==> src/hw/rtl/sbbvm_pkg.sv <==
// Shared constants and types for the sparse byte buffer with valid map.
// Used by the controller, the datapath and the top level; depends on nothing.
`default_nettype none

package sbbvm_pkg;

    localparam int CMD_W  = 3;
    localparam int OFF_W  = 12;
    localparam int BYTE_W = 8;
    localparam int SIZE_W = 13;
    localparam int RES_W  = 13;
    localparam int EMIT_W = 3;

    localparam logic [SIZE_W-1:0] SIZE_RESET = 13'd4096;

    localparam logic [CMD_W-1:0] CMD_WRITE        = 3'd0;
    localparam logic [CMD_W-1:0] CMD_CLEAR        = 3'd1;
    localparam logic [CMD_W-1:0] CMD_READ         = 3'd2;
    localparam logic [CMD_W-1:0] CMD_NEXT_VALID   = 3'd3;
    localparam logic [CMD_W-1:0] CMD_NEXT_INVALID = 3'd4;
    localparam logic [CMD_W-1:0] CMD_RUN_LENGTH   = 3'd5;

    // Kind of result word that the controller asks the datapath to produce.
    localparam logic [EMIT_W-1:0] EMIT_NONE = 3'd0;
    localparam logic [EMIT_W-1:0] EMIT_ZERO = 3'd1;
    localparam logic [EMIT_W-1:0] EMIT_ERR  = 3'd2;
    localparam logic [EMIT_W-1:0] EMIT_READ = 3'd3;
    localparam logic [EMIT_W-1:0] EMIT_HIT  = 3'd4;
    localparam logic [EMIT_W-1:0] EMIT_END  = 3'd5;
    localparam logic [EMIT_W-1:0] EMIT_OOR  = 3'd6;

    typedef struct packed {
        logic              capture;
        logic              clear_map;
        logic              wr_commit;
        logic              step;
        logic [EMIT_W-1:0] emit;
    } t_ctl;

    typedef struct packed {
        logic in_range;
        logic hit;
        logic last;
    } t_sts;

endpackage

`default_nettype wire

==> src/hw/rtl/sbbvm_ctrl.sv <==
// Command sequencer for the sparse byte buffer.
// Depends on sbbvm_pkg for command codes and the control and status structs.
`default_nettype none

module sbbvm_ctrl (
    input  wire logic                        i_clk,
    input  wire logic                        i_rst_n,
    input  wire logic                        i_start,
    input  wire logic [sbbvm_pkg::CMD_W-1:0] i_command,
    input  wire sbbvm_pkg::t_sts             i_sts,
    output logic                             o_busy,
    output sbbvm_pkg::t_ctl                  o_ctl
);

    localparam logic [1:0] ST_IDLE = 2'd0;
    localparam logic [1:0] ST_WR   = 2'd1;
    localparam logic [1:0] ST_RD   = 2'd2;
    localparam logic [1:0] ST_SCAN = 2'd3;

    logic [1:0] r_state;
    logic [1:0] n_state;

    always_ff @(posedge i_clk) begin
        if (!i_rst_n) begin
            r_state <= ST_IDLE;
        end else begin
            r_state <= n_state;
        end
    end

    always_comb begin
        n_state = r_state;
        o_ctl   = '0;
        unique case (r_state)
            ST_IDLE: begin
                if (i_start) begin
                    o_ctl.capture = 1'b1;
                    unique case (i_command)
                        sbbvm_pkg::CMD_WRITE: begin
                            if (i_sts.in_range) begin
                                n_state = ST_WR;
                            end else begin
                                o_ctl.emit = sbbvm_pkg::EMIT_ERR;
                            end
                        end
                        sbbvm_pkg::CMD_CLEAR: begin
                            o_ctl.clear_map = 1'b1;
                            o_ctl.emit      = sbbvm_pkg::EMIT_ZERO;
                        end
                        sbbvm_pkg::CMD_READ: begin
                            if (i_sts.in_range) begin
                                n_state = ST_RD;
                            end else begin
                                o_ctl.emit = sbbvm_pkg::EMIT_ERR;
                            end
                        end
                        sbbvm_pkg::CMD_NEXT_VALID,
                        sbbvm_pkg::CMD_NEXT_INVALID,
                        sbbvm_pkg::CMD_RUN_LENGTH: begin
                            if (i_sts.in_range) begin
                                n_state = ST_SCAN;
                            end else begin
                                o_ctl.emit = sbbvm_pkg::EMIT_OOR;
                            end
                        end
                        default: begin
                            o_ctl.emit = sbbvm_pkg::EMIT_ZERO;
                        end
                    endcase
                end
            end
            ST_WR: begin
                o_ctl.wr_commit = 1'b1;
                o_ctl.emit      = sbbvm_pkg::EMIT_ZERO;
                n_state         = ST_IDLE;
            end
            ST_RD: begin
                o_ctl.emit = sbbvm_pkg::EMIT_READ;
                n_state    = ST_IDLE;
            end
            ST_SCAN: begin
                if (i_sts.hit) begin
                    o_ctl.emit = sbbvm_pkg::EMIT_HIT;
                    n_state    = ST_IDLE;
                end else if (i_sts.last) begin
                    o_ctl.emit = sbbvm_pkg::EMIT_END;
                    n_state    = ST_IDLE;
                end else begin
                    o_ctl.step = 1'b1;
                end
            end
            default: begin
                n_state = ST_IDLE;
            end
        endcase
    end

    assign o_busy = (r_state != ST_IDLE);

`ifndef SYNTHESIS
    a_accept_answered: assert property (@(posedge i_clk) disable iff (!i_rst_n)
        (i_start && !o_busy) |-> (o_ctl.emit != sbbvm_pkg::EMIT_NONE) || (n_state != ST_IDLE))
        else $error("Accepted word neither answered nor started.");
    a_return_emits: assert property (@(posedge i_clk) disable iff (!i_rst_n)
        (r_state != ST_IDLE && n_state == ST_IDLE) |-> (o_ctl.emit != sbbvm_pkg::EMIT_NONE))
        else $error("Command finished without a result word.");
`endif

endmodule

`default_nettype wire

==> config.mk <==
export PLATFORM = sky130hd
export DESIGN_NAME = sbbvm_ctrl
export DESIGN_NICKNAME = d
export VERILOG_FILES = /design/src/hw/rtl/sbbvm_pkg.sv /design/src/hw/rtl/sbbvm_ctrl.sv
export SDC_FILE = /design/constraint.sdc
export NUM_CORES = 1
export LEC_CHECK = 0
export BUFFER_PORTS_ARGS = -buffer_cell sky130_fd_sc_hd__buf_4
export CORE_AREA = 3 3 40 42
export CTS_BUF_LIST = sky130_fd_sc_hd__clkbuf_8 sky130_fd_sc_hd__clkbuf_16
export CTS_CLUSTER_DIAMETER = 40
export DETAILED_ROUTE_END_ITERATION = 10
export DIE_AREA = 0 0 43 45
export GPL_TIMING_DRIVEN = 0
export PLACE_DENSITY = 0.36
export SLEW_MARGIN = 30
export SYNTH_ARGS = -nofsm -noshare
export SYNTH_HDL_FRONTEND = slang
export SYNTH_SLANG_ARGS = --single-unit
==> constraint.sdc <==
create_clock -name i_clk -period 1.2 [get_ports i_clk]
set_input_delay 0.06 -clock i_clk [delete_from_list [all_inputs] [get_ports i_clk]]
set_output_delay 0.06 -clock i_clk [all_outputs]
set_load 0.1 [all_outputs]
# Word level (Yosys, flattened, before mapping)
# Index checks and enable logic that the tools add are counted.
# classes
n_reduce_logical	7
muxes	22
n_eq_ne	14
# op_table
op	n
$mux W2	9
$mux W3	4
$ne A3 B3 Y1 const B	4
$pmux W2 S3	2
$pmux W3 S4	1
$eq A3 B2 Y1 const B	2
$eq A3 B3 Y1 const B	2
$pmux W3 S2	1
$reduce_and A6 Y1	1
$mux W1	5
$eq A2 B2 Y1 const B	2
$ne A4 B1 Y1 const B	1
$reduce_or A2 Y1	2
$eq A3 B1 Y1 const B	1
$logic_not A3 Y1	1
$reduce_or A3 Y1	1
$eq A2 B1 Y1 const B	1
$logic_not A2 Y1	1
$ne A2 B2 Y1 const B	1
$reduce_bool A2 Y1	1
# totals
reg_bits	2
wordCells	44
inputBits	9

# Logic depth before layout (Yosys ltp)
# Gate-level depths: netlist (run 1).
# logic_depth
ltp_word	5
depth_mapped	5
depth_no_buf	5

# Least setup slack after synthesis (run 1)
# OpenSTA, ideal clock, no wires.
# synth_path
path_kind	reg2out
startpoint	register r_state[0]
endpoint	output port o_ctl[2] (netlist bit)
setup_slack_ps	-1673
t_arrival_ps	2813
stages_incl_launch_ff	4
path_cell_list	dfxtp_1 > nor2_1 > nand2_1 > o31ai_1
# synth_lines
element	line	rtl
start: declaration	sbbvm_ctrl.sv:20	logic [1:0] r_state;
start signal: assignment	sbbvm_ctrl.sv:27	r_state <= n_state;
end: declaration	sbbvm_ctrl.sv:12	output sbbvm_pkg::t_ctl o_ctl

==> results_dict.tcl, run 1 <==
set metrics [dict create \
    status "finished, violations left" \
    violations "negative setup slack" \
    dieArea_um2 1940 \
    critPathLaunchType "flip-flop" \
    dpl.cell_count 61 \
    drive_gt1_share_pct 72.7 \
    timing.rr.end "r_state[1]$_SDFFE_PN0P_" \
    biggestRegsByFlops "r_state: 2 flops" \
    grt_usage_pct 8.71 \
    final_cell_count_no_fill 70 \
    power_leakage_nw 0.244 \
    skew_ns 0.00430 \
    ys_seq_area_share_pct 18.0 \
    start_util_pct 17.3 \
    cts_max_level 1 \
    tightest_slew_ns 0.328 \
    maxCapViolations 0 \
    synth_top_cell_by_area "dfxtp_1" \
    final-hold-violation-count 0 \
    max_freq_ghz 0.753 \
    path_cells "nor2_4, buf_4, clkinvlp_4, o21a_4, buf_12" \
    postSynth.asyncResetShare_pct 0 \
    dp_hpwl_um 598 \
    rows 13 \
    syn_to_final_growth_pct 161 \
    grt_pass1_vias 307 \
    clk_path_buf_depth 2 \
    whs_endpoint "r_state[0]$_SDFFE_PN0P_" \
    grt_start_max_net_pins 7 \
    critical_path_class "reg -> out" \
    cpPeakStageDelay_ns 0.35 \
    crit_path_end_kind "primary output" \
    setup_viol 4 \
    die_w_um 43 \
    cts.clk_slew.worst_paths_ns 0.03 \
    reg2reg_depth 7 \
    ys_warn_count 0 \
    cts_buffers 3 \
    nets 66 \
    viasPerCell 4.30 \
    maxSlewViolCount 0 \
    use_met3_pct 6.37 \
    ant_nets 0 \
    critical_path_required_ns 1.14 \
    antenna_found_initial 0 \
    ir_worst_vdd_mv 0.531 \
    wirelength_um 783 \
    io_pins 17 \
    avgSynthCellArea_um2 7.42 \
    powerDensity_nw_per_um2 1040 \
    grt.met2_usage_pct 14.1 \
    yosysMostFrequentCell "inv_1" \
    route.vias.total 301 \
    rrSetupSlack_ns 0.04 \
    crit_fanout 6 \
    initialDrtViolationCount 2 \
    fin_crit_ns 1.33 \
    postSynthCellCount 30 \
    fin_crit_sh_pct 111 \
    synth_area_leaders "dfxtp_1 (18%), nor2b_1 (8.4%), a41oi_2 (7.3%), inv_1 (6.7%), and4bb_2 (5.6%)" \
    dp_slack_ns -0.0624 \
    grt-ovfl-total 0 \
    synth_ff_type "dfxtp_1" \
    grt_busiest_layer "met2" \
    first_pass_iters 3 \
    io_buffer_count 16 \
    core_area_um2 1280 \
    total_power_uw 603 \
    min_delay_path_depth 3 \
    grt_pass1_wl_mm 1.25 \
    reg2reg_from "r_state[1]$_SDFFE_PN0P_" \
    routedWlPerCell_um 11.2 \
    cp_slowest_cell "dfxtp_4" \
    yosys.cell_types.count 18 \
    grt_setup_unrepaired "true" \
    insertion_delay_ns 0.21 \
    cts_tree "built" \
    postLayoutSetupSlackWorst_ns -0.129 \
    use_met1_pct 9.31 \
    synth_top_area_share_pct 18.0 \
    synth-edff-count 0 \
    finalHoldWorstSlack_ns 0.0803 \
    gp_congestion 0.727 \
    ys_ff_latch 2 \
    clock-sinks 2 \
    drc 0 \
    hold_path.class "in -> reg" \
    largest_register_ff_count 2 \
    syn_nets 39 \
    ctsHoldBuffers 0 \
    arrival_ns 1.27 \
    hp-start "i_rst_n" \
    synth_commonest_cells "inv_1 (4), nand2_1 (3), nor2_1 (3), nor2b_1 (3)" \
    largest_register "r_state" \
    die_h_um 45 \
    synth_area_um2 223 \
    root_buffer "clkbuf_8" \
    antenna_cells 0 \
    slew_headroom_pct 78.1 \
]
-- final cells by class --
| class | instances | area (µm²) |
|---|---|---|
| Tap cell | 15 | 18.8 |
| Fill cell | 124 | 703 |
| Multi-Input combinational cell | 24 | 216 |
| Clock buffer | 3 | 41.3 |
| Sequential cell | 2 | 47.5 |
| Timing Repair Buffer | 22 | 235 |
| Inverter | 4 | 22.5 |
-- worst max-delay path, delay by kind of cell, from the launching register on --
family	cells	cell delay [ns]
buffers and inverters	3	0.37
flip-flops	1	0.35
AO/OA/AOI/OAI	1	0.20
AND/OR/NAND/NOR	1	0.13
-- power by group --
part	switching (mW)	leakage (nW)	total, mW	internal (mW)
Clock	0.0480	0.0216	0.260	0.212
Sequential	0.00391	0.0178	0.0706	0.0667
Combinational	0.165	0.205	0.273	0.108
-- worst max path at each step --
stage               slack (ns)  endpoint                    start  cells past startpoint
floorplan                -0.34  o_ctl[2]  r_state[1]$_SDFFE_PN0P_                      3
global placement         -0.05  o_ctl[0]             i_command[1]                      5
detailed placement       -0.06  o_ctl[0]             i_command[1]                      5
CTS                      -0.15  o_ctl[2]  r_state[0]$_SDFFE_PN0P_                      4
global route             -0.17  o_ctl[2]  r_state[1]$_SDFFE_PN0P_                      4
finish                   -0.13  o_ctl[0]  r_state[1]$_SDFFE_PN0P_                      5
-- per-stage QoR --
stage | area (µm²) | setup TNS, ns | util (%)
after floorplan | 277 | -1.40 | -
after global placement | 415 | -0.0694 | 32.3
after detailed placement | 415 | -0.0942 | 32.3
after CTS | 528 | -0.321 | 41.1
after global routing | 582 | -0.554 | 45.3
final | 582 | -0.330 | 45.3
-- what timing repair did --
action | CTS | global route
resized for setup | 14 | 7
setup buffers | 2 | 4
endpoints found under the setup margin | 5 | 6
pin swaps | 4 | 4
-- placed cells by master (no fill, tap or decap) --
master,n
nor2b_1,2
clkbuf_8,3
o31ai_4,1
a31oi_1,1
clkinvlp_4,2
inv_1,2
buf_4,16
and4bb_2,1
nor2_2,1
a41oi_2,1
nand2_4,1
o211ai_1,1
dfxtp_4,2
o21ai_0,1
buf_8,1
o21ai_1,1
or3b_4,1
nand3_1,2
buf_12,5
nor2_4,2
nand2_1,2
o21a_4,1
nor2b_2,1
xor2_1,1
or2b_1,1
mux2i_1,1
a21boi_2,1
-- kinds of logic after synthesis --
kind of cell    count (synthesis)  share of synthesized area (%)
compound gates                  8                           29.8
mux                             1                           4.49
flops                           2                           18.0
buf+inv                         4                           6.74
xor+xnor                        1                           3.93
simple gates                   14                           37.1
-- per-layer routing --
layer	up-vias	wire length [µm]
li1	157	-
met1	134	326
met2	10	392
met3	0	65
met4	0	0
met5	-	0
(Power assumes the default switching activity.)
==> run 2: changes to the inputs <==
Settings changed: SKIP_CTS_REPAIR_TIMING set to 1.
==> run 2 against run 1 <==
Compared with the run above:
- the flow still finishes with violations (negative setup slack)
- routed wire length shrank 7.9%
- final area shrank 7.1%
- final cell count shrank 5.7%
- combinational power shrank 9.5%
- hold slack lost 0.0051 ns
- critical endpoint is now o_ctl[2]
- largest cell class is now multi-input gates
- highest routed layer unchanged
==> results_dict.tcl, run 2 (synthesis gave the netlist of run 1 again) <==
set metrics [dict create \
    power.switching_uw 210 \
    powerDensity_nw_per_um2 1070 \
    max_freq_ghz 0.743 \
    die_w_um 43 \
    wirelength_um 721 \
    clock-sinks 2 \
    root_buffer "clkbuf_8" \
    io_buffer_count 16 \
    critPathLaunchType "flip-flop" \
    slew_headroom_pct 78.9 \
    power_leakage_nw 0.224 \
    grt_pass1_vias 288 \
    dieArea_um2 1940 \
    total_power_uw 578 \
    grt_pass1_wl_mm 1.19 \
    crit_path_end_kind "primary output" \
    cts.clk_slew.worst_paths_ns 0.03 \
    fin_util_pct 42.1 \
    tightest_slew_ns 0.315 \
    status "finished, violations left" \
    postLayoutSetupSlackWorst_ns -0.145 \
    io_pins 17 \
    routedWlPerCell_um 10.9 \
    arrival_ns 1.29 \
    fin_crit_sh_pct 112 \
    maxCapViolations 0 \
    rows 13 \
    antenna_cells 0 \
    insertion_delay_ns 0.21 \
    first_pass_iters 2 \
    maxSlewViolCount 0 \
    fillers 127 \
    setup_viol 3 \
    drc 0 \
    biggestRegsByFlops "r_state: 2 flops" \
    dp_hpwl_um 598 \
    antenna_found_initial 0 \
    route.vias.total 284 \
    cts_buffers 3 \
    violations "negative setup slack" \
    start_util_pct 17.3 \
    fin_crit_ns 1.35 \
    ant_nets 0 \
    gp_congestion 0.727 \
    hold_path.class "in -> reg" \
    critical_path_class "reg -> out" \
    p_int_uw 369 \
    clk_path_buf_depth 2 \
    grt_setup_unrepaired "true" \
    die_h_um 45 \
    crit_fanout 6 \
    drive_gt1_share_pct 70.6 \
    power_frac_clock_pct 44.7 \
    final-hold-violation-count 0 \
    largest_register "r_state" \
    grt_usage_pct 8.38 \
    grt-ovfl-total 0 \
    p_comb_share_pct 42.6 \
    final_cell_mix "buf_4 (12), buf_12 (5), clkbuf_8 (3)" \
    swShare_pct 36.3 \
    initialDrtViolationCount 3 \
    viasPerCell 4.30 \
    syn_to_final_growth_pct 143 \
    grt_start_max_net_pins 7 \
    critical_path_required_ns 1.14 \
    seqPwrFrac_pct 12.6 \
    core_area_um2 1280 \
    cts_tree "built" \
    ir_worst_vdd_mv 0.568 \
    largest_register_ff_count 2 \
    skew_ns 0.00343 \
    nets 62 \
    layout_commonest_cell "buf_4" \
    cts_max_level 1 \
]
[run 2: cell types whose count changed in the layout (fill, tap and decap cells not counted)]
cell,delta
buf_4,-4
dfxtp_2,+1
nor2_2,+1
o21ai_1,-1
buf_6,+1
nor2_4,-1
dfxtp_4,-1
buf_8,-1
o21ai_0,+1
[run 2: final timing paths]
path / startpoint / to / slack, ns / depth (start not counted)
worst max-delay path: r_state[0]$_SDFFE_PN0P_ / o_ctl[2] / -0.15 / 4
worst min-delay path: i_rst_n / r_state[0]$_SDFFE_PN0P_ / 0.08 / 3
worst max register to register: r_state[1]$_SDFFE_PN0P_ / r_state[1]$_SDFFE_PN0P_ / 0.13 / 4
worst min register to register: r_state[0]$_SDFFE_PN0P_ / r_state[0]$_SDFFE_PN0P_ / 0.87 / 5
[run 2: cell type report]
class | count | area, µm² | share of cell area (%)
well taps | 15 | 18.8 | 3.47
inverters | 4 | 22.5 | 4.17
clock buffers | 3 | 41.3 | 7.64
multi-input cells | 24 | 211 | 39.1
repair buffers | 18 | 201 | 37.3
flip-flops and latches | 2 | 45.0 | 8.33
[run 2: through the flow]
step | area, µm² | cells | TNS, ns | hold WS (ns) | worst slack [ns]
2_1_floorplan | 277 | 30 | -1.40 | 0.169 | -0.345
3_3_place_gp | 415 | 61 | -0.0694 | 0.284 | -0.0467
4_1_cts | 457 | 64 | -0.628 | 0.0683 | -0.256
5_1_grt | 541 | 66 | -0.385 | 0.0668 | -0.196
6_report | 541 | 66 | -0.228 | 0.0752 | -0.145
3_5_place_dp | 415 | 61 | -0.0942 | 0.282 | -0.0624
[run 2: power by group through the flow]
stage	clock network [mW]	logic, mW	registers [mW]
floorplan	0	0.161	0.0747
global placement	0	0.217	0.0756
detailed placement	0	0.218	0.0758
CTS	0.267	0.219	0.0751
global route	0.280	0.259	0.0736
finish	0.259	0.247	0.0732
[run 2: worst max-delay path: stages, from the launching register on]
cell and delay [ns]:
dfxtp_4 0.35, nor2_4 0.17, nand2_4 0.09, o31ai_4 0.26, buf_12 0.21
[run 2: per-layer routing]
metal  vias up  share of wire [%]  GRT usage (%)
li1        148                  -              -
met1       126                 44           8.83
met2        10                 48           13.5
met3         0                8.2           6.37
met4         0                  0           1.81
met5         -                  0              0
==> run 3: changes to the inputs <==
Settings changed: SKIP_CTS_REPAIR_TIMING 1 to not set, TNS_END_PERCENT set to 50.
==> run 3 against run 2 <==
Compared with the run above:
- the flow still finishes with violations (negative setup slack)
- routed wire length grew 17%
- total power up 4.2%
- via count up 11%
- die area stayed put
- setup slack about the same
- non-clock buffer count rose by 5
- clock power increased by 3%
- clock-buffer cell count is the same
- flip-flop and latch count unchanged
- first-iteration DRC count fell by 100%
- critical path type unchanged
- largest cell class is now buffers
==> results_dict.tcl, run 3 (synthesis gave the netlist of run 1 again) <==
set metrics [dict create \
    tightest_slew_ns 0.257 \
    crit_fanout 5 \
    arrival_ns 1.28 \
    die_h_um 45 \
    final-hold-violation-count 0 \
    first_pass_iters 1 \
    grt_setup_unrepaired "true" \
    start_util_pct 17.3 \
    finalHoldWorstSlack_ns 0.0699 \
    insertion_delay_ns 0.21 \
    clock-sinks 2 \
    cts.clk_slew.worst_paths_ns 0.03 \
    fillers 131 \
    fin_crit_ns 1.34 \
    hold_path.class "in -> reg" \
    antenna_cells 0 \
    crit_path_end_kind "primary output" \
    status "finished, violations left" \
    power_leakage_nw 0.249 \
    nets 67 \
    initialDrtViolationCount 0 \
    dp_hpwl_um 594 \
    reg2reg_depth 5 \
    setup_viol 4 \
    critical_path_required_ns 1.14 \
    grt-ovfl-total 0 \
    dpl.cell_count 61 \
    cts_buffers 3 \
    route.vias.total 314 \
    clk_path_buf_depth 2 \
    antenna_found_initial 0 \
    grt_usage_pct 10.1 \
    syn_to_final_growth_pct 165 \
    io_pins 17 \
    drc 0 \
    layout_commonest_cell "buf_4" \
    grt_pass1_vias 319 \
    maxSlewViolCount 0 \
    gp_congestion 0.618 \
    setup_tns_ns -0.374 \
    maxCapViolations 0 \
    core_area_um2 1280 \
    grt_start_max_net_pins 6 \
    fin_crit_sh_pct 112 \
    violations "negative setup slack" \
    die_w_um 43 \
    biggestRegsByFlops "r_state: 2 flops" \
    slew_headroom_pct 82.4 \
    largest_register_ff_count 2 \
    dp_slack_ns -0.0583 \
    cts_tree "built" \
    critical_path_class "reg -> out" \
    cts_max_level 1 \
    io_buffer_count 16 \
    skew_ns 0.00529 \
    wirelength_um 840 \
    routedWlPerCell_um 11.8 \
    root_buffer "clkbuf_8" \
    max_freq_ghz 0.744 \
    min_delay_path_depth 3 \
    dieArea_um2 1940 \
    critPathLaunchType "flip-flop" \
    final_cell_mix "buf_4 (16), buf_12 (5), clkbuf_8 (3)" \
    drive_gt1_share_pct 73.2 \
    ant_nets 0 \
    powerDensity_nw_per_um2 1020 \
    largest_register "r_state" \
    ir_worst_vdd_mv 0.409 \
    rows 13 \
    grt_pass1_wl_mm 1.37 \
    postLayoutSetupSlackWorst_ns -0.145 \
    viasPerCell 4.42 \
    final_cell_count_no_fill 71 \
]
## run 3: changes by cell type in the layout (fill, tap and decap cells not counted), sizes merged
cell	previous run	this run
buf	18	23
## run 3: repair_timing
| item | CTS | global route |
|---|---|---|
| setup endpoints to repair | 6 | 7 |
| endpoints found under the hold margin | 0 | 0 |
| pin swaps | 3 | 4 |
| gates resized for setup | 16 | 5 |
| buffers inserted | 4 | 3 |
| hold buffers | 0 | 0 |
## run 3: final timing paths
check | startpoint | endpoint | slack [ns]
worst max-delay path | r_state[1]$_SDFFE_PN0P_ | o_ctl[2] | -0.14
worst min-delay path | i_rst_n | r_state[0]$_SDFFE_PN0P_ | 0.07
worst max register to register | r_state[0]$_SDFFE_PN0P_ | r_state[1]$_SDFFE_PN0P_ | 0.04
worst min register to register | r_state[0]$_SDFFE_PN0P_ | r_state[0]$_SDFFE_PN0P_ | 0.91
## run 3: routing by layer
metal	up-vias	track usage, %	part of all wire [%]
met2	15	17.1	55
met1	138	9.79	36
met3	2	2.39	8.0
li1	159	-	-
met4	0	10.8	0.95
met5	-	0	0
## run 3: cell type report
class	count	area, µm²	area share [%]
inverters	4	22.5	3.82
flip-flops and latches	2	47.5	8.07
multi-input cells	24	216	36.7
well taps	15	18.8	3.18
clock buffers	3	41.3	7.01
repair buffers	23	243	41.2
## run 3: stage by stage
stage | instance area, µm² | total power [mW] | utilization (%)
3_3_place_gp | 414 | 0.292 | 32.2
6_report | 589 | 0.603 | 45.9
4_1_cts | 546 | 0.594 | 42.5
3_5_place_dp | 414 | 0.293 | 32.2
2_1_floorplan | 275 | 0.235 | -
5_1_grt | 589 | 0.625 | 45.9
## run 3: power by group
| part | internal [mW] | switching [mW] | leakage [nW] |
|---|---|---|---|
| clock network | 0.212 | 0.0553 | 0.0216 |
| registers | 0.0666 | 0.00340 | 0.0178 |
| logic | 0.101 | 0.164 | 0.210 |
## run 3: critical path: stages, from the launching register on
cell	delay, ns
dfxtp_4	0.35
nor2_4	0.13
nand2_4	0.07
o31ai_4	0.29
buf_12	0.21
